### src/sv/ata_pkg.sv
package ata_pkg;

  localparam int CORDIC_ITERATIONS_DEF = 16;
  localparam int ACCEL_WIDTH_DEF = 16;

  localparam int TABLE_LEN = 24;
  localparam int ROOT_STEPS = 32;
  localparam int DIV_STEPS = 32;
  localparam int STEP_W = 6;
  localparam int IDX_W = 5;

  localparam int ACCEL_PORT_W = 16;
  localparam int EXT_W = 25;
  localparam int ANGLE_W = 15;
  localparam int COUNT_W = 16;
  localparam int SUM_W = 32;
  localparam int VEC_W = 36;
  localparam int ACC_W = 25;

  localparam logic signed [16:0] ANGLE_LIMIT = 17'sd11520;
  localparam logic [COUNT_W-1:0] COUNT_MAX = '1;

  localparam logic OP_SAMPLE = 1'b0;
  localparam logic OP_AVERAGE = 1'b1;

  typedef struct packed {
    logic             load;
    logic             sq_a;
    logic             sq_b;
    logic             sq_c;
    logic             root_step;
    logic             rot_init;
    logic             rot_step;
    logic             ang_store;
    logic             div_init;
    logic             div_step;
    logic             div_store;
    logic             out_load;
    logic             avg;
    logic             pass;
    logic [IDX_W-1:0] idx;
  } cmd_t;

  typedef struct packed {
    logic count_zero;
  } status_t;

  // atan(2^-i) in degrees, 16 fraction bits
  function automatic logic [21:0] atan_tab(input logic [IDX_W-1:0] i);
    logic [21:0] v;
    unique case (i)
      5'd0:  v = 22'd2949120;
      5'd1:  v = 22'd1740967;
      5'd2:  v = 22'd919879;
      5'd3:  v = 22'd466945;
      5'd4:  v = 22'd234379;
      5'd5:  v = 22'd117304;
      5'd6:  v = 22'd58666;
      5'd7:  v = 22'd29335;
      5'd8:  v = 22'd14668;
      5'd9:  v = 22'd7334;
      5'd10: v = 22'd3667;
      5'd11: v = 22'd1833;
      5'd12: v = 22'd917;
      5'd13: v = 22'd458;
      5'd14: v = 22'd229;
      5'd15: v = 22'd115;
      5'd16: v = 22'd57;
      5'd17: v = 22'd29;
      5'd18: v = 22'd14;
      5'd19: v = 22'd7;
      5'd20: v = 22'd4;
      5'd21: v = 22'd2;
      5'd22: v = 22'd1;
      default: v = 22'd0;
    endcase
    return v;
  endfunction

endpackage

### src/sv/ata_in_if.sv
interface ata_in_if;
  logic        valid;
  logic        ready;
  logic        operation;
  logic [15:0] accel_x;
  logic [15:0] accel_y;
  logic [15:0] accel_z;

  modport source(output valid, operation, accel_x, accel_y, accel_z, input ready);
  modport sink(input valid, operation, accel_x, accel_y, accel_z, output ready);
endinterface

### src/sv/ata_out_if.sv
interface ata_out_if;
  logic        valid;
  logic        ready;
  logic [14:0] pitch_angle;
  logic [14:0] roll_angle;
  logic [15:0] sample_count;
  logic        is_average;
  logic        empty_average;

  modport source(output valid, pitch_angle, roll_angle, sample_count, is_average,
                 empty_average, input ready);
  modport sink(input valid, pitch_angle, roll_angle, sample_count, is_average,
               empty_average, output ready);
endinterface

### src/sv/ata_ctrl.sv
module ata_ctrl #(
  parameter int CORDIC_ITERATIONS = ata_pkg::CORDIC_ITERATIONS_DEF
) (
  input  logic             clk,
  input  logic             rst,
  input  logic             in_valid,
  input  logic             in_op,
  output logic             in_ready,
  input  logic             out_ready,
  output logic             out_valid,
  input  ata_pkg::status_t status,
  output ata_pkg::cmd_t    cmd
);
  import ata_pkg::*;

  localparam int ROT_STEPS = (CORDIC_ITERATIONS > TABLE_LEN) ? TABLE_LEN : CORDIC_ITERATIONS;

  typedef enum logic [3:0] {
    S_IDLE, S_SQ_A, S_SQ_B, S_SQ_C, S_ROOT, S_ROT_INIT, S_ROT, S_ANG,
    S_DIV_INIT, S_DIV, S_DIV_END, S_DONE
  } state_t;

  state_t            state;
  logic [STEP_W-1:0] step;
  logic              pass;
  logic              is_avg;
  logic              out_free;

  assign out_free = !out_valid || out_ready;
  assign in_ready = (state == S_IDLE);

  always_comb begin
    cmd = '0;
    cmd.load      = (state == S_IDLE) && in_valid;
    cmd.sq_a      = (state == S_SQ_A);
    cmd.sq_b      = (state == S_SQ_B);
    cmd.sq_c      = (state == S_SQ_C);
    cmd.root_step = (state == S_ROOT);
    cmd.rot_init  = (state == S_ROT_INIT);
    cmd.rot_step  = (state == S_ROT);
    cmd.ang_store = (state == S_ANG);
    cmd.div_init  = (state == S_DIV_INIT);
    cmd.div_step  = (state == S_DIV);
    cmd.div_store = (state == S_DIV_END);
    cmd.out_load  = (state == S_DONE) && out_free;
    cmd.avg       = is_avg;
    cmd.pass      = pass;
    cmd.idx       = step[IDX_W-1:0];
  end

  always_ff @(posedge clk) begin
    if (rst) begin
      state     <= S_IDLE;
      step      <= '0;
      pass      <= 1'b0;
      is_avg    <= 1'b0;
      out_valid <= 1'b0;
    end else begin
      if (cmd.out_load) begin
        out_valid <= 1'b1;
      end else if (out_ready) begin
        out_valid <= 1'b0;
      end
      unique case (state)
        S_IDLE: begin
          step <= '0;
          pass <= 1'b0;
          if (in_valid) begin
            is_avg <= in_op;
            if (in_op == OP_SAMPLE) begin
              state <= S_SQ_A;
            end else if (status.count_zero) begin
              state <= S_DONE;
            end else begin
              state <= S_DIV_INIT;
            end
          end
        end
        S_SQ_A: state <= S_SQ_B;
        S_SQ_B: state <= S_SQ_C;
        S_SQ_C: begin
          step  <= '0;
          state <= S_ROOT;
        end
        S_ROOT: begin
          if (step == STEP_W'(ROOT_STEPS - 1)) begin
            step  <= '0;
            state <= S_ROT_INIT;
          end else begin
            step <= step + 1'b1;
          end
        end
        S_ROT_INIT: state <= S_ROT;
        S_ROT: begin
          if (step == STEP_W'(ROT_STEPS - 1)) begin
            step  <= '0;
            state <= S_ANG;
          end else begin
            step <= step + 1'b1;
          end
        end
        S_ANG: begin
          if (pass) begin
            state <= S_DONE;
          end else begin
            pass  <= 1'b1;
            state <= S_SQ_A;
          end
        end
        S_DIV_INIT: begin
          step  <= '0;
          state <= S_DIV;
        end
        S_DIV: begin
          if (step == STEP_W'(DIV_STEPS - 1)) begin
            step  <= '0;
            state <= S_DIV_END;
          end else begin
            step <= step + 1'b1;
          end
        end
        S_DIV_END: begin
          if (pass) begin
            state <= S_DONE;
          end else begin
            pass  <= 1'b1;
            state <= S_DIV_INIT;
          end
        end
        S_DONE: begin
          if (out_free) begin
            state <= S_IDLE;
          end
        end
        default: state <= S_IDLE;
      endcase
    end
  end

endmodule

### src/sv/ata_dp.sv
module ata_dp #(
  parameter int ACCEL_WIDTH = ata_pkg::ACCEL_WIDTH_DEF
) (
  input  logic                clk,
  input  logic                rst,
  input  ata_pkg::cmd_t       cmd,
  output ata_pkg::status_t    status,
  input  logic [15:0]         accel_x,
  input  logic [15:0]         accel_y,
  input  logic [15:0]         accel_z,
  output logic signed [14:0]  pitch_angle,
  output logic signed [14:0]  roll_angle,
  output logic [15:0]         sample_count,
  output logic                is_average,
  output logic                empty_average
);
  import ata_pkg::*;

  localparam logic [EXT_W-1:0] EXT_MASK = EXT_W'((64'd1 << ACCEL_WIDTH) - 64'd1);

  logic signed [EXT_W-1:0]   x, y, z;
  logic signed [EXT_W-1:0]   num, mul_op;
  logic signed [49:0]        sq_full;
  logic [46:0]               prod;
  logic [47:0]               sq;
  logic [63:0]               rad;
  logic [34:0]               rem, rem_t, trial;
  logic [31:0]               root;
  logic signed [VEC_W-1:0]   xv, yv, dx, dy;
  logic signed [ACC_W-1:0]   acc, tab;
  logic                      zero_vec;
  logic signed [25:0]        acc_rnd;
  logic signed [16:0]        ang_raw;
  logic signed [ANGLE_W-1:0] ang;
  logic signed [ANGLE_W-1:0] pitch_a, roll_a, pitch_v, roll_v;
  logic signed [SUM_W-1:0]   pitch_sum, roll_sum, sum_sel;
  logic [SUM_W-1:0]          mag;
  logic [COUNT_W-1:0]        count;
  logic [SUM_W-1:0]          div_d;
  logic [COUNT_W-1:0]        div_r;
  logic [COUNT_W:0]          div_t;
  logic                      div_ge, div_neg;
  logic [ANGLE_W-1:0]        quo;

  function automatic logic signed [EXT_W-1:0] sext(input logic [15:0] v);
    logic [EXT_W-1:0] raw;
    raw = {{(EXT_W-16){1'b0}}, v};
    return raw[ACCEL_WIDTH-1] ? (raw | ~EXT_MASK) : (raw & EXT_MASK);
  endfunction

  assign status.count_zero = (count == '0);

  // pass 0 is pitch: angle of x against |(y, z)|; pass 1 is roll
  assign num     = cmd.pass ? y : x;
  assign mul_op  = cmd.sq_a ? (cmd.pass ? x : y) : z;
  assign sq_full = mul_op * mul_op;

  assign rem_t = {rem[32:0], rad[63:62]};
  assign trial = {1'b0, root, 2'b01};

  assign dx  = yv >>> cmd.idx;
  assign dy  = xv >>> cmd.idx;
  assign tab = ACC_W'(atan_tab(cmd.idx));

  assign acc_rnd = {acc[ACC_W-1], acc} + 26'sd256;
  assign ang_raw = 17'(acc_rnd >>> 9);
  always_comb begin
    priority if (zero_vec) begin
      ang = '0;
    end else if (ang_raw > ANGLE_LIMIT) begin
      ang = ANGLE_W'(ANGLE_LIMIT);
    end else if (ang_raw < -ANGLE_LIMIT) begin
      ang = ANGLE_W'(-ANGLE_LIMIT);
    end else begin
      ang = ang_raw[ANGLE_W-1:0];
    end
  end

  assign sum_sel = cmd.pass ? roll_sum : pitch_sum;
  assign mag     = sum_sel[SUM_W-1] ? SUM_W'(-sum_sel) : SUM_W'(sum_sel);
  assign div_t   = {div_r, div_d[SUM_W-1]};
  assign div_ge  = div_t >= {1'b0, count};
  assign quo     = div_d[ANGLE_W-1:0];

  always_ff @(posedge clk) begin
    if (cmd.load) begin
      x <= sext(accel_x);
      y <= sext(accel_y);
      z <= sext(accel_z);
    end
    if (cmd.sq_a) begin
      prod <= sq_full[46:0];
    end
    if (cmd.sq_b) begin
      sq   <= {1'b0, prod};
      prod <= sq_full[46:0];
    end
    if (cmd.sq_c) begin
      rad  <= {48'(sq + {1'b0, prod}), 16'd0};
      rem  <= '0;
      root <= '0;
    end
    if (cmd.root_step) begin
      rad <= {rad[61:0], 2'b00};
      if (rem_t >= trial) begin
        rem  <= rem_t - trial;
        root <= {root[30:0], 1'b1};
      end else begin
        rem  <= rem_t;
        root <= {root[30:0], 1'b0};
      end
    end
    if (cmd.rot_init) begin
      xv       <= VEC_W'({4'd0, root});
      yv       <= VEC_W'(num) <<< 8;
      acc      <= '0;
      zero_vec <= (root == '0) && (num == '0);
    end
    if (cmd.rot_step) begin
      if (yv < 0) begin
        xv  <= xv - dx;
        yv  <= yv + dy;
        acc <= acc - tab;
      end else begin
        xv  <= xv + dx;
        yv  <= yv - dy;
        acc <= acc + tab;
      end
    end
    if (cmd.ang_store) begin
      if (cmd.pass) begin
        roll_a <= ang;
      end else begin
        pitch_a <= ang;
      end
    end
    if (cmd.div_init) begin
      div_d   <= SUM_W'(mag + {{(SUM_W-COUNT_W+1){1'b0}}, count[COUNT_W-1:1]});
      div_r   <= '0;
      div_neg <= sum_sel[SUM_W-1];
    end
    if (cmd.div_step) begin
      div_d <= {div_d[SUM_W-2:0], div_ge};
      div_r <= div_ge ? COUNT_W'(div_t - {1'b0, count}) : div_t[COUNT_W-1:0];
    end
    if (cmd.div_store) begin
      if (cmd.pass) begin
        roll_v <= div_neg ? ANGLE_W'(-quo) : ANGLE_W'(quo);
      end else begin
        pitch_v <= div_neg ? ANGLE_W'(-quo) : ANGLE_W'(quo);
      end
    end
    if (cmd.out_load) begin
      is_average <= cmd.avg;
      if (cmd.avg) begin
        empty_average <= (count == '0);
        pitch_angle   <= (count == '0) ? '0 : pitch_v;
        roll_angle    <= (count == '0) ? '0 : roll_v;
        sample_count  <= count;
      end else begin
        empty_average <= 1'b0;
        pitch_angle   <= pitch_a;
        roll_angle    <= roll_a;
        sample_count  <= (count == COUNT_MAX) ? count : count + 1'b1;
      end
    end
  end

  // running sums and count
  always_ff @(posedge clk) begin
    if (rst) begin
      pitch_sum <= '0;
      roll_sum  <= '0;
      count     <= '0;
    end else if (cmd.out_load) begin
      if (cmd.avg) begin
        pitch_sum <= '0;
        roll_sum  <= '0;
        count     <= '0;
      end else if (count != COUNT_MAX) begin
        pitch_sum <= pitch_sum + SUM_W'(pitch_a);
        roll_sum  <= roll_sum + SUM_W'(roll_a);
        count     <= count + 1'b1;
      end
    end
  end

endmodule

### src/sv/accel_tilt_average.sv
// tilt averager: each sample beat (operation 0) carries raw x, y, z acceleration and
// returns pitch = atan2(x, |(y, z)|) and roll = atan2(y, |(x, z)|) in 1/128 degree,
// both added to running sums with a saturating count (at 65535 samples are reported
// but no longer summed). an average beat (operation 1) returns sum / count rounded
// half away from zero and clears the sums; with no samples it returns zeros and
// empty_average. one item is worked at a time: a sample runs the shared bit-serial
// square root (32 steps) and CORDIC rotator once for pitch and once for roll; an
// average runs the shared restoring divider (32 steps per angle). a finished result
// sits in the output register while the next beat is already being taken.
module accel_tilt_average #(
  parameter int CORDIC_ITERATIONS = ata_pkg::CORDIC_ITERATIONS_DEF,
  parameter int ACCEL_WIDTH = ata_pkg::ACCEL_WIDTH_DEF
) (
  input  logic     clk,
  input  logic     rst,
  ata_in_if.sink   samples,
  ata_out_if.source results
);
  import ata_pkg::*;

  cmd_t    cmd;
  status_t status;

  // controller: sequences square, root, rotate and divide steps
  ata_ctrl #(
    .CORDIC_ITERATIONS(CORDIC_ITERATIONS)
  ) u_ctrl (
    .clk       (clk),
    .rst       (rst),
    .in_valid  (samples.valid),
    .in_op     (samples.operation),
    .in_ready  (samples.ready),
    .out_ready (results.ready),
    .out_valid (results.valid),
    .status    (status),
    .cmd       (cmd)
  );

  // datapath: squares, root, cordic, divider, sums and output register
  ata_dp #(
    .ACCEL_WIDTH(ACCEL_WIDTH)
  ) u_dp (
    .clk           (clk),
    .rst           (rst),
    .cmd           (cmd),
    .status        (status),
    .accel_x       (samples.accel_x),
    .accel_y       (samples.accel_y),
    .accel_z       (samples.accel_z),
    .pitch_angle   (results.pitch_angle),
    .roll_angle    (results.roll_angle),
    .sample_count  (results.sample_count),
    .is_average    (results.is_average),
    .empty_average (results.empty_average)
  );

`ifndef ASSERT_OFF
  // one item in flight: after a beat is taken the input closes
  a_one_item: assert property (@(posedge clk) disable iff (rst)
    samples.valid && samples.ready |=> !samples.ready)
    else $error("input taken while busy");

  // an empty average carries nothing but its flags
  a_empty: assert property (@(posedge clk) disable iff (rst)
    results.valid && results.empty_average |->
      results.is_average && results.pitch_angle == '0 &&
      results.roll_angle == '0 && results.sample_count == '0)
    else $error("empty average with payload");

  // a sample result always counts at least itself
  a_sample_count: assert property (@(posedge clk) disable iff (rst)
    results.valid && !results.is_average |-> results.sample_count != '0)
    else $error("sample result with zero count");

  // angles stay within +-90 degrees
  a_range: assert property (@(posedge clk) disable iff (rst)
    results.valid |->
      $signed(results.pitch_angle) <= 15'sd11520 &&
      $signed(results.pitch_angle) >= -15'sd11520 &&
      $signed(results.roll_angle) <= 15'sd11520 &&
      $signed(results.roll_angle) >= -15'sd11520)
    else $error("angle out of range");
`endif

endmodule
### src/flat_wrapper.sv
// flat-port wrapper written by rule: the top's interface ports become plain ports
module accel_tilt_average_flat import ata_pkg::*;
#(
  parameter int CORDIC_ITERATIONS = ata_pkg::CORDIC_ITERATIONS_DEF,
  parameter int ACCEL_WIDTH = ata_pkg::ACCEL_WIDTH_DEF
)
  (clk, rst, samples_valid, samples_operation, samples_accel_x, samples_accel_y, samples_accel_z, samples_ready, results_valid, results_pitch_angle, results_roll_angle, results_sample_count, results_is_average, results_empty_average, results_ready);
  ata_in_if samples_i ();
  ata_out_if results_i ();
  input  logic clk;
  input  logic rst;
  input wire logic [$bits(samples_i.valid)-1:0] samples_valid;
  input wire logic [$bits(samples_i.operation)-1:0] samples_operation;
  input wire logic [$bits(samples_i.accel_x)-1:0] samples_accel_x;
  input wire logic [$bits(samples_i.accel_y)-1:0] samples_accel_y;
  input wire logic [$bits(samples_i.accel_z)-1:0] samples_accel_z;
  output wire logic [$bits(samples_i.ready)-1:0] samples_ready;
  output wire logic [$bits(results_i.valid)-1:0] results_valid;
  output wire logic [$bits(results_i.pitch_angle)-1:0] results_pitch_angle;
  output wire logic [$bits(results_i.roll_angle)-1:0] results_roll_angle;
  output wire logic [$bits(results_i.sample_count)-1:0] results_sample_count;
  output wire logic [$bits(results_i.is_average)-1:0] results_is_average;
  output wire logic [$bits(results_i.empty_average)-1:0] results_empty_average;
  input wire logic [$bits(results_i.ready)-1:0] results_ready;
  assign samples_i.valid = samples_valid;
  assign samples_i.operation = samples_operation;
  assign samples_i.accel_x = samples_accel_x;
  assign samples_i.accel_y = samples_accel_y;
  assign samples_i.accel_z = samples_accel_z;
  assign samples_ready = samples_i.ready;
  assign results_valid = results_i.valid;
  assign results_pitch_angle = results_i.pitch_angle;
  assign results_roll_angle = results_i.roll_angle;
  assign results_sample_count = results_i.sample_count;
  assign results_is_average = results_i.is_average;
  assign results_empty_average = results_i.empty_average;
  assign results_i.ready = results_ready;
  accel_tilt_average #(.CORDIC_ITERATIONS(CORDIC_ITERATIONS), .ACCEL_WIDTH(ACCEL_WIDTH)) u_core (.clk(clk), .rst(rst), .samples(samples_i), .results(results_i));
endmodule
### config.mk
export PLATFORM = sky130hd
export DESIGN_NAME = accel_tilt_average_flat
export DESIGN_NICKNAME = d
export VERILOG_FILES = /design/src/sv/ata_pkg.sv /design/src/sv/ata_in_if.sv /design/src/sv/ata_out_if.sv /design/src/sv/ata_ctrl.sv /design/src/sv/ata_dp.sv /design/src/sv/accel_tilt_average.sv /design/src/flat_wrapper.sv
export SDC_FILE = /design/constraint.sdc
export NUM_CORES = 2
export LEC_CHECK = 0
export BUFFER_PORTS_ARGS = -buffer_cell sky130_fd_sc_hd__buf_4
export CORE_MARGIN = 2
export CORE_UTILIZATION = 25
export CTS_CLUSTER_SIZE = 25
export DETAILED_ROUTE_END_ITERATION = 7
export MAX_ROUTING_LAYER = met4
export PLACE_DENSITY = 0.36
export SYNTH_ARGS = -nofsm -noshare
export SYNTH_HDL_FRONTEND = slang
export SYNTH_SLANG_ARGS = --single-unit
### constraint.sdc
create_clock -name clk -period 14.3 [get_ports clk]
set_input_delay 3.575 -clock clk [delete_from_list [all_inputs] [get_ports clk]]
set_output_delay 3.575 -clock clk [all_outputs]
set_load 0.02 [all_outputs]
* Yosys cells after proc, flatten, opt, wreduce, memory -nomap -nowiden
Memories as Yosys holds them, arrays and structs flattened. A register that Yosys moved wholly into a read port is not among the register bits. Cells that the tools add are included.
Word-level totals: register bits after elaboration 630, logic and storage cells 173, ROM bits 704, input bits 53, memories kept 1
Memories:
- (no name shown) | words 32, width 22, rd ports 1, clocked after memory_dff 1, wr ports 0, RTL line ata_pkg.sv:51 | unique case (i)
Cells by class: bitwise gates (word level) 1, multiply operators 1, order comparisons 5, equal/unequal tests 20, $add $sub $neg 17, reduce and logical (&&, ||, !) cells 27, muxes and demuxes 66, shift operators 2
Operator list (count):
- 32-bit 2-to-1 mux | 10
- 25-bit 2-to-1 mux | 9
- 36-bit 2-to-1 mux | 6
- 64-bit 2-to-1 mux | 2
- 15-bit 2-to-1 mux | 8
- 16-bit 2-to-1 mux | 7
- 33-bit 2-to-1 mux | 3
- 32-bit by 15-bit adder with 32-bit output | 3
- 47-bit 2-to-1 mux | 2
- 36-bit adder | 2
- 36-bit by 5-bit >>> shifter with 36-bit output | 2
- 36-bit subtractor | 2
- 47-bit by 47-bit adder with 48-bit output | 1
- 4-bit case mux with 12 select lines | 1
- 25-bit by 25-bit multiplier with 47-bit output | 1
- 36-bit by 1-bit < comparator with 1-bit output, second input constant | 1
- 35-bit by 34-bit greater-or-equal comparator with 1-bit output | 1
- 33-bit subtractor | 1
- 32-bit zero test | 1
- 32-bit negation | 1
- 4-bit 2-to-1 mux | 7
- 25-bit by 10-bit adder with 26-bit output, second input constant | 1
- 25-bit by 23-bit adder with 25-bit output | 1
- 25-bit zero test | 1
- 35 further kinds | 65

* Depth between registers and ports, before layout
depth in word-level cells 6, mapped depth 37

* By module
Synthesis repeated with hierarchy kept, for this count alone.
Unflattened totals: cell total of the unflattened synthesis 6235, area, all modules 58874.0 um^2
Modules (own cells, without submodules):
- ata_dp | area an instance 57829.2 um^2, times used 1, cells each 6102, seq. area each 16856.2 um^2
- ata_ctrl | area an instance 1044.8 um^2, times used 1, cells each 133, seq. area each 260.2 um^2

* Worst setup path after synthesis
No wires, ideal clock.
path type reg2reg, from register u_core.u_ctrl.pass, to register u_core.u_dp.prod[46], data pin, library setup time 265 ps, arrival time 10024 ps, data required time 14035 ps, path slack 4010 ps, stages on the path, launching flop included 35, cell sequence dfxtp_1 > buf_2 > buf_2 > buf_1 > buf_2 > buf_2 > buf_2 > mux2i_1 > a21oi_1 > clkinv_1 > nor2_1 > inv_1 > fa_1 > fa_1 > inv_1 > fa_1 > inv_1 > fa_1 > fa_1 > inv_1 > fa_1 > inv_1 > fa_1 > inv_1 > ha_1 > a21o_1 > a21oi_1 > nor2b_1 > or2_2 > a21oi_1 > nor2b_1 > o21ai_0 > nand2_1 > a221oi_1 > xnor2_1
Between the ends: cells in the longest elaborated chain, start to end 5
RTL lines:
- start: declaration | RTL line ata_ctrl.sv:25 | logic pass;
- start signal: assignment | RTL line ata_ctrl.sv:55 | pass <= 1'b0;
- start signal: assignment | RTL line ata_ctrl.sv:67 | pass <= 1'b0;
- start signal: assignment | RTL line ata_ctrl.sv:106 | pass <= 1'b1;
- 25-bit 2-to-1 mux * (2 in a row) | RTL line ata_dp.sv:55 | assign mul_op = cmd.sq_a ? (cmd.pass ? x : y) : z;
- 25-bit by 25-bit multiplier with 47-bit output * | RTL line ata_dp.sv:56 | assign sq_full = mul_op * mul_op;
- net u_core.u_dp.sq_full[46] | RTL line ata_dp.sv:23 | logic signed [49:0] sq_full;
- 47-bit 2-to-1 mux | RTL line ata_dp.sv:91 | if (cmd.sq_a) begin
- 47-bit 2-to-1 mux * | RTL line ata_dp.sv:94 | if (cmd.sq_b) begin
- end signal: assignment | RTL line ata_dp.sv:92 | prod <= sq_full[46:0];
- end signal: assignment | RTL line ata_dp.sv:96 | prod <= sq_full[46:0];
- end: declaration | RTL line ata_dp.sv:24 | logic [46:0] prod;
The timed path passes the listed nets; every way through them passes the cells marked *. The select of a mux whose other input is x is not followed. A chain may end at the register's enable or synchronous reset.

* Worst setup path after layout
from register u_core.u_ctrl.state[0], to register u_core.u_dp.prod[46], data pin
Between the ends: cells in the longest elaborated chain, start to end 5
RTL lines:
- start: declaration | RTL line ata_ctrl.sv:23 | state_t state;
- start signal: assignment | RTL line ata_ctrl.sv:53 | state <= S_IDLE;
- start signal: assignment | RTL line ata_ctrl.sv:71 | state <= S_SQ_A;
- start signal: assignment | RTL line ata_ctrl.sv:73 | state <= S_DONE;
- 4-bit by 1-bit equality test with 1-bit output * | RTL line ata_ctrl.sv:35 | cmd.sq_a = (state == S_SQ_A);
- 25-bit 2-to-1 mux * | RTL line ata_dp.sv:55
- 25-bit by 25-bit multiplier with 47-bit output * | RTL line ata_dp.sv:56
- net u_core.u_dp.sq_full[46] | RTL line ata_dp.sv:23
- 47-bit 2-to-1 mux | RTL line ata_dp.sv:91
- 47-bit 2-to-1 mux * | RTL line ata_dp.sv:94
Marks and branches as above.

==> out/results.tsv <==
stage	metric	value	unit
synth	synth.most_common_cell	inv_1	
setup_path	cpPeakStageDelay	900	ps
detailed_routing	drtIter0Drc	3095	
synth	yosysTopAreaCell	edfxtp_1	
synth	synth_edf_count	508	
setup_path	worstPathArrival	11980	ps
synth	synthTopCellsByCount	inv_1 (710), nor2_1 (670), edfxtp_1 (508)	
synth	synth_cell_types	100	
timing	tns	0	ps
detailed_routing	via_per_inst	4.86	
synth	syn_nets	7173	
global_route	grt_pass1_vias	47080	
synth	yosys_warnings	0	
synth	synth_top_area_share	25.5	%
clock_network	cts_tree	yes	
timing	hold_ws	430	ps
synth	synthArstFlopShare	0	%
timing	fmax	0.0868	GHz
clock_network	post_cts_buffers	0	
synth	synth_ff_type	edfxtp_1	
setup_path	cp.depth	31	
timing	worst-slew-pin-transition	1210	ps
cells_and_area	utilization	28.3	%
clock_network	clk_pin_slew	60	ps
die	placementRows	179	
detailed_routing	wirelength	201000	um
run_status	violations	design-rule violations	
die	die_height	493	um
detailed_routing	drc	14	
clock_network	hold_buffers	0	
placed_design	dp_hpwl	157000	um
die	ios	103	
synth	synthesis.area	59800	sq um
die	floorplan.die_area	243000	sq um
timing	finClkSkew	60.9	ps
setup_path	required	14760	ps
worst_hold_path	holdPathStages	0	
cells_and_area	fin_cells	9558	
clock_network	root_buffer	clkbuf_16	
synth	synth.top_cells.by_area	edfxtp_1 (26%), fa_1 (13%), ha_1 (8.7%)	
run_status	outcome	complete, but fails checks	
cells_and_area	final_nets	7186	
detailed_routing	first_pass_iters	8	
timing	maxSlewViolCount	0	
global_route	grt.total_usage	16.9	%
cells_and_area	drive_gt1_share	8.38	%
die	core	238000	sq um
global_route	grt_overflow_total	0	
global_route	grt_pass1_wl	305000	um
clock_network	clk_latency	750	ps
setup_path	r2r_cells	31	
placed_design	gp_congestion	0.878	
timing	setup_viol	0	
timing	rsz0062_at_grt	false	
detailed_routing	ant_nets	0	
placed_design	dpl.cell_count	9395	
flow_run	max_cap_violations	0	
die	start_util	25.1	%
global_route	antenna_found_initial	4	
synth	ys_seq_area_share	29.4	%
clock_network	cts.path.max_buffers	3	
cells_and_area	fillCellCount	25299	
cells_and_area	seq_area	17600	sq um
clock_network	h-tree-depth	3	
worst_hold_path	holdCritPathClass	reg -> reg	
setup_path	crit_path_end_kind	flop	
setup_path	crit_slowest_cell	fa_1	
synth	synth_area_per_cell	9.49	sq um
detailed_routing	wl_per_cell	21.0	um
synth	synth_cells	6301	
clock_network	cts_buffers	84	
setup_path	critPathTopFamily	adder cells	
setup_path	crit_top_cell	fa_1	
global_route	grt_max_degree	71	
placed_design	io_buffer_count	102	
cells_and_area	multi_input_area	38600	sq um
timing	layout_min_cycle_time	11530	ps
setup_path	cp_num_buf_inv	8	
detailed_routing	via_count	46411	
clock_network	cts_sinks	623	
setup_path	start_kind	flop	
timing	hold_viol	0	
clock_network	cts_resized	0	
setup_path	worstPathMaxFanout	28	
cells_and_area	areaGrowthSynthToFinish	12.4	%
die	die_w	493	um
setup_path	critPathKind	reg -> reg	
timing	finalCritPeriodShare	80.6	%
synth	ys_ff_latch	623	
timing	slew_headroom	16.8	%
-- kinds of logic (layout without fill, tap and decap cells) --
family	count (synthesis)	after routing	synth area share, %
buf+inv	968	1053	6.32
fa+ha+maj	819	819	22.2
compound gates	1422	1422	15.1
mux	294	294	7.32
simple gates	1752	1752	13.5
flops	623	623	29.4
other cells	1	6	0.00627
xor+xnor	422	422	6.18
-- metrics by stage --
| step | cell area [sq um] | setup WS [ps] |
|---|---|---|
| after floorplan | 59800 | 4010 |
| after global placement | 64200 | 2950 |
| after detailed placement | 64200 | 2850 |
| after CTS | 67200 | 2790 |
| after global routing | 67200 | 1880 |
| final | 67200 | 2770 |
-- routing by layer --
layer	GRT usage [%]	share of wire, %
met5	-	0
met4	5.60	3.4
met3	1.75	3.3
met2	27.5	48
met1	21.8	45
-- layout by cell type, fill, tap and decap left out, types with 51 or more instances in the layout --
cell type  count
fa_1         402
xor2_1       157
clkbuf_16     87
nand2_1      458
a21oi_1      426
a31oi_1       51
buf_4        178
mux4_2        97
xnor2_1      265
a21o_1       136
edfxtp_1     508
dfxtp_1      108
nor3_1       117
nand3_1      103
o21ai_0      307
nor2_1       667
ha_1         417
mux2i_1      154
o22ai_1       53
inv_1        709
-- state kept, by name, indices dropped and copies added (netlist names), 15 cells and up --
name / flops
u_core.u_dp.acc: 25
u_core.u_dp.count: 16
u_core.u_dp.div_d: 32
u_core.u_dp.div_r: 16
u_core.u_dp.pitch_a: 15
u_core.u_dp.pitch_angle: 15
u_core.u_dp.pitch_sum: 32
u_core.u_dp.pitch_v: 15
u_core.u_dp.prod: 46
u_core.u_dp.rad: 48
u_core.u_dp.rem: 33
u_core.u_dp.roll_a: 15
u_core.u_dp.roll_angle: 15
u_core.u_dp.roll_sum: 32
u_core.u_dp.roll_v: 15
u_core.u_dp.root: 32
u_core.u_dp.sample_count: 16
u_core.u_dp.sq: 46
u_core.u_dp.tab: 22
u_core.u_dp.x: 16
u_core.u_dp.xv: 36
u_core.u_dp.y: 16
u_core.u_dp.yv: 36
u_core.u_dp.z: 16
-- path summary, 6_finish.rpt --
kind                                                          start                             end  slack [ps]
worst min register to register        u_core.u_dp.prod[8]$_DFFE_PP_     u_core.u_dp.sq[8]$_DFFE_PP_         430
worst max-delay path            u_core.u_ctrl.state[0]$_SDFFE_PP0P_  u_core.u_dp.prod[46]$_DFFE_PP_        2770
worst min-delay path                  u_core.u_dp.prod[8]$_DFFE_PP_     u_core.u_dp.sq[8]$_DFFE_PP_         430
worst max register to register  u_core.u_ctrl.state[0]$_SDFFE_PP0P_  u_core.u_dp.prod[46]$_DFFE_PP_        2770
-- area by class of cell --
| class | instances | share of cell area [%] |
|---|---|---|
| Multi-Input combinational cell | 4710 | 57.5 |
| Antenna cell | 5 | 0.0186 |
| Tap cell | 3167 | 5.89 |
| Clock buffer | 103 | 3.39 |
| Inverter | 717 | 4.00 |
| Clock inverter | 55 | 1.12 |
| Timing Repair Buffer | 178 | 1.99 |
| Sequential cell | 623 | 26.1 |
Power is not shown: default switching activity piles up to over one toggle a cycle in this logic, so the estimate is an artifact.
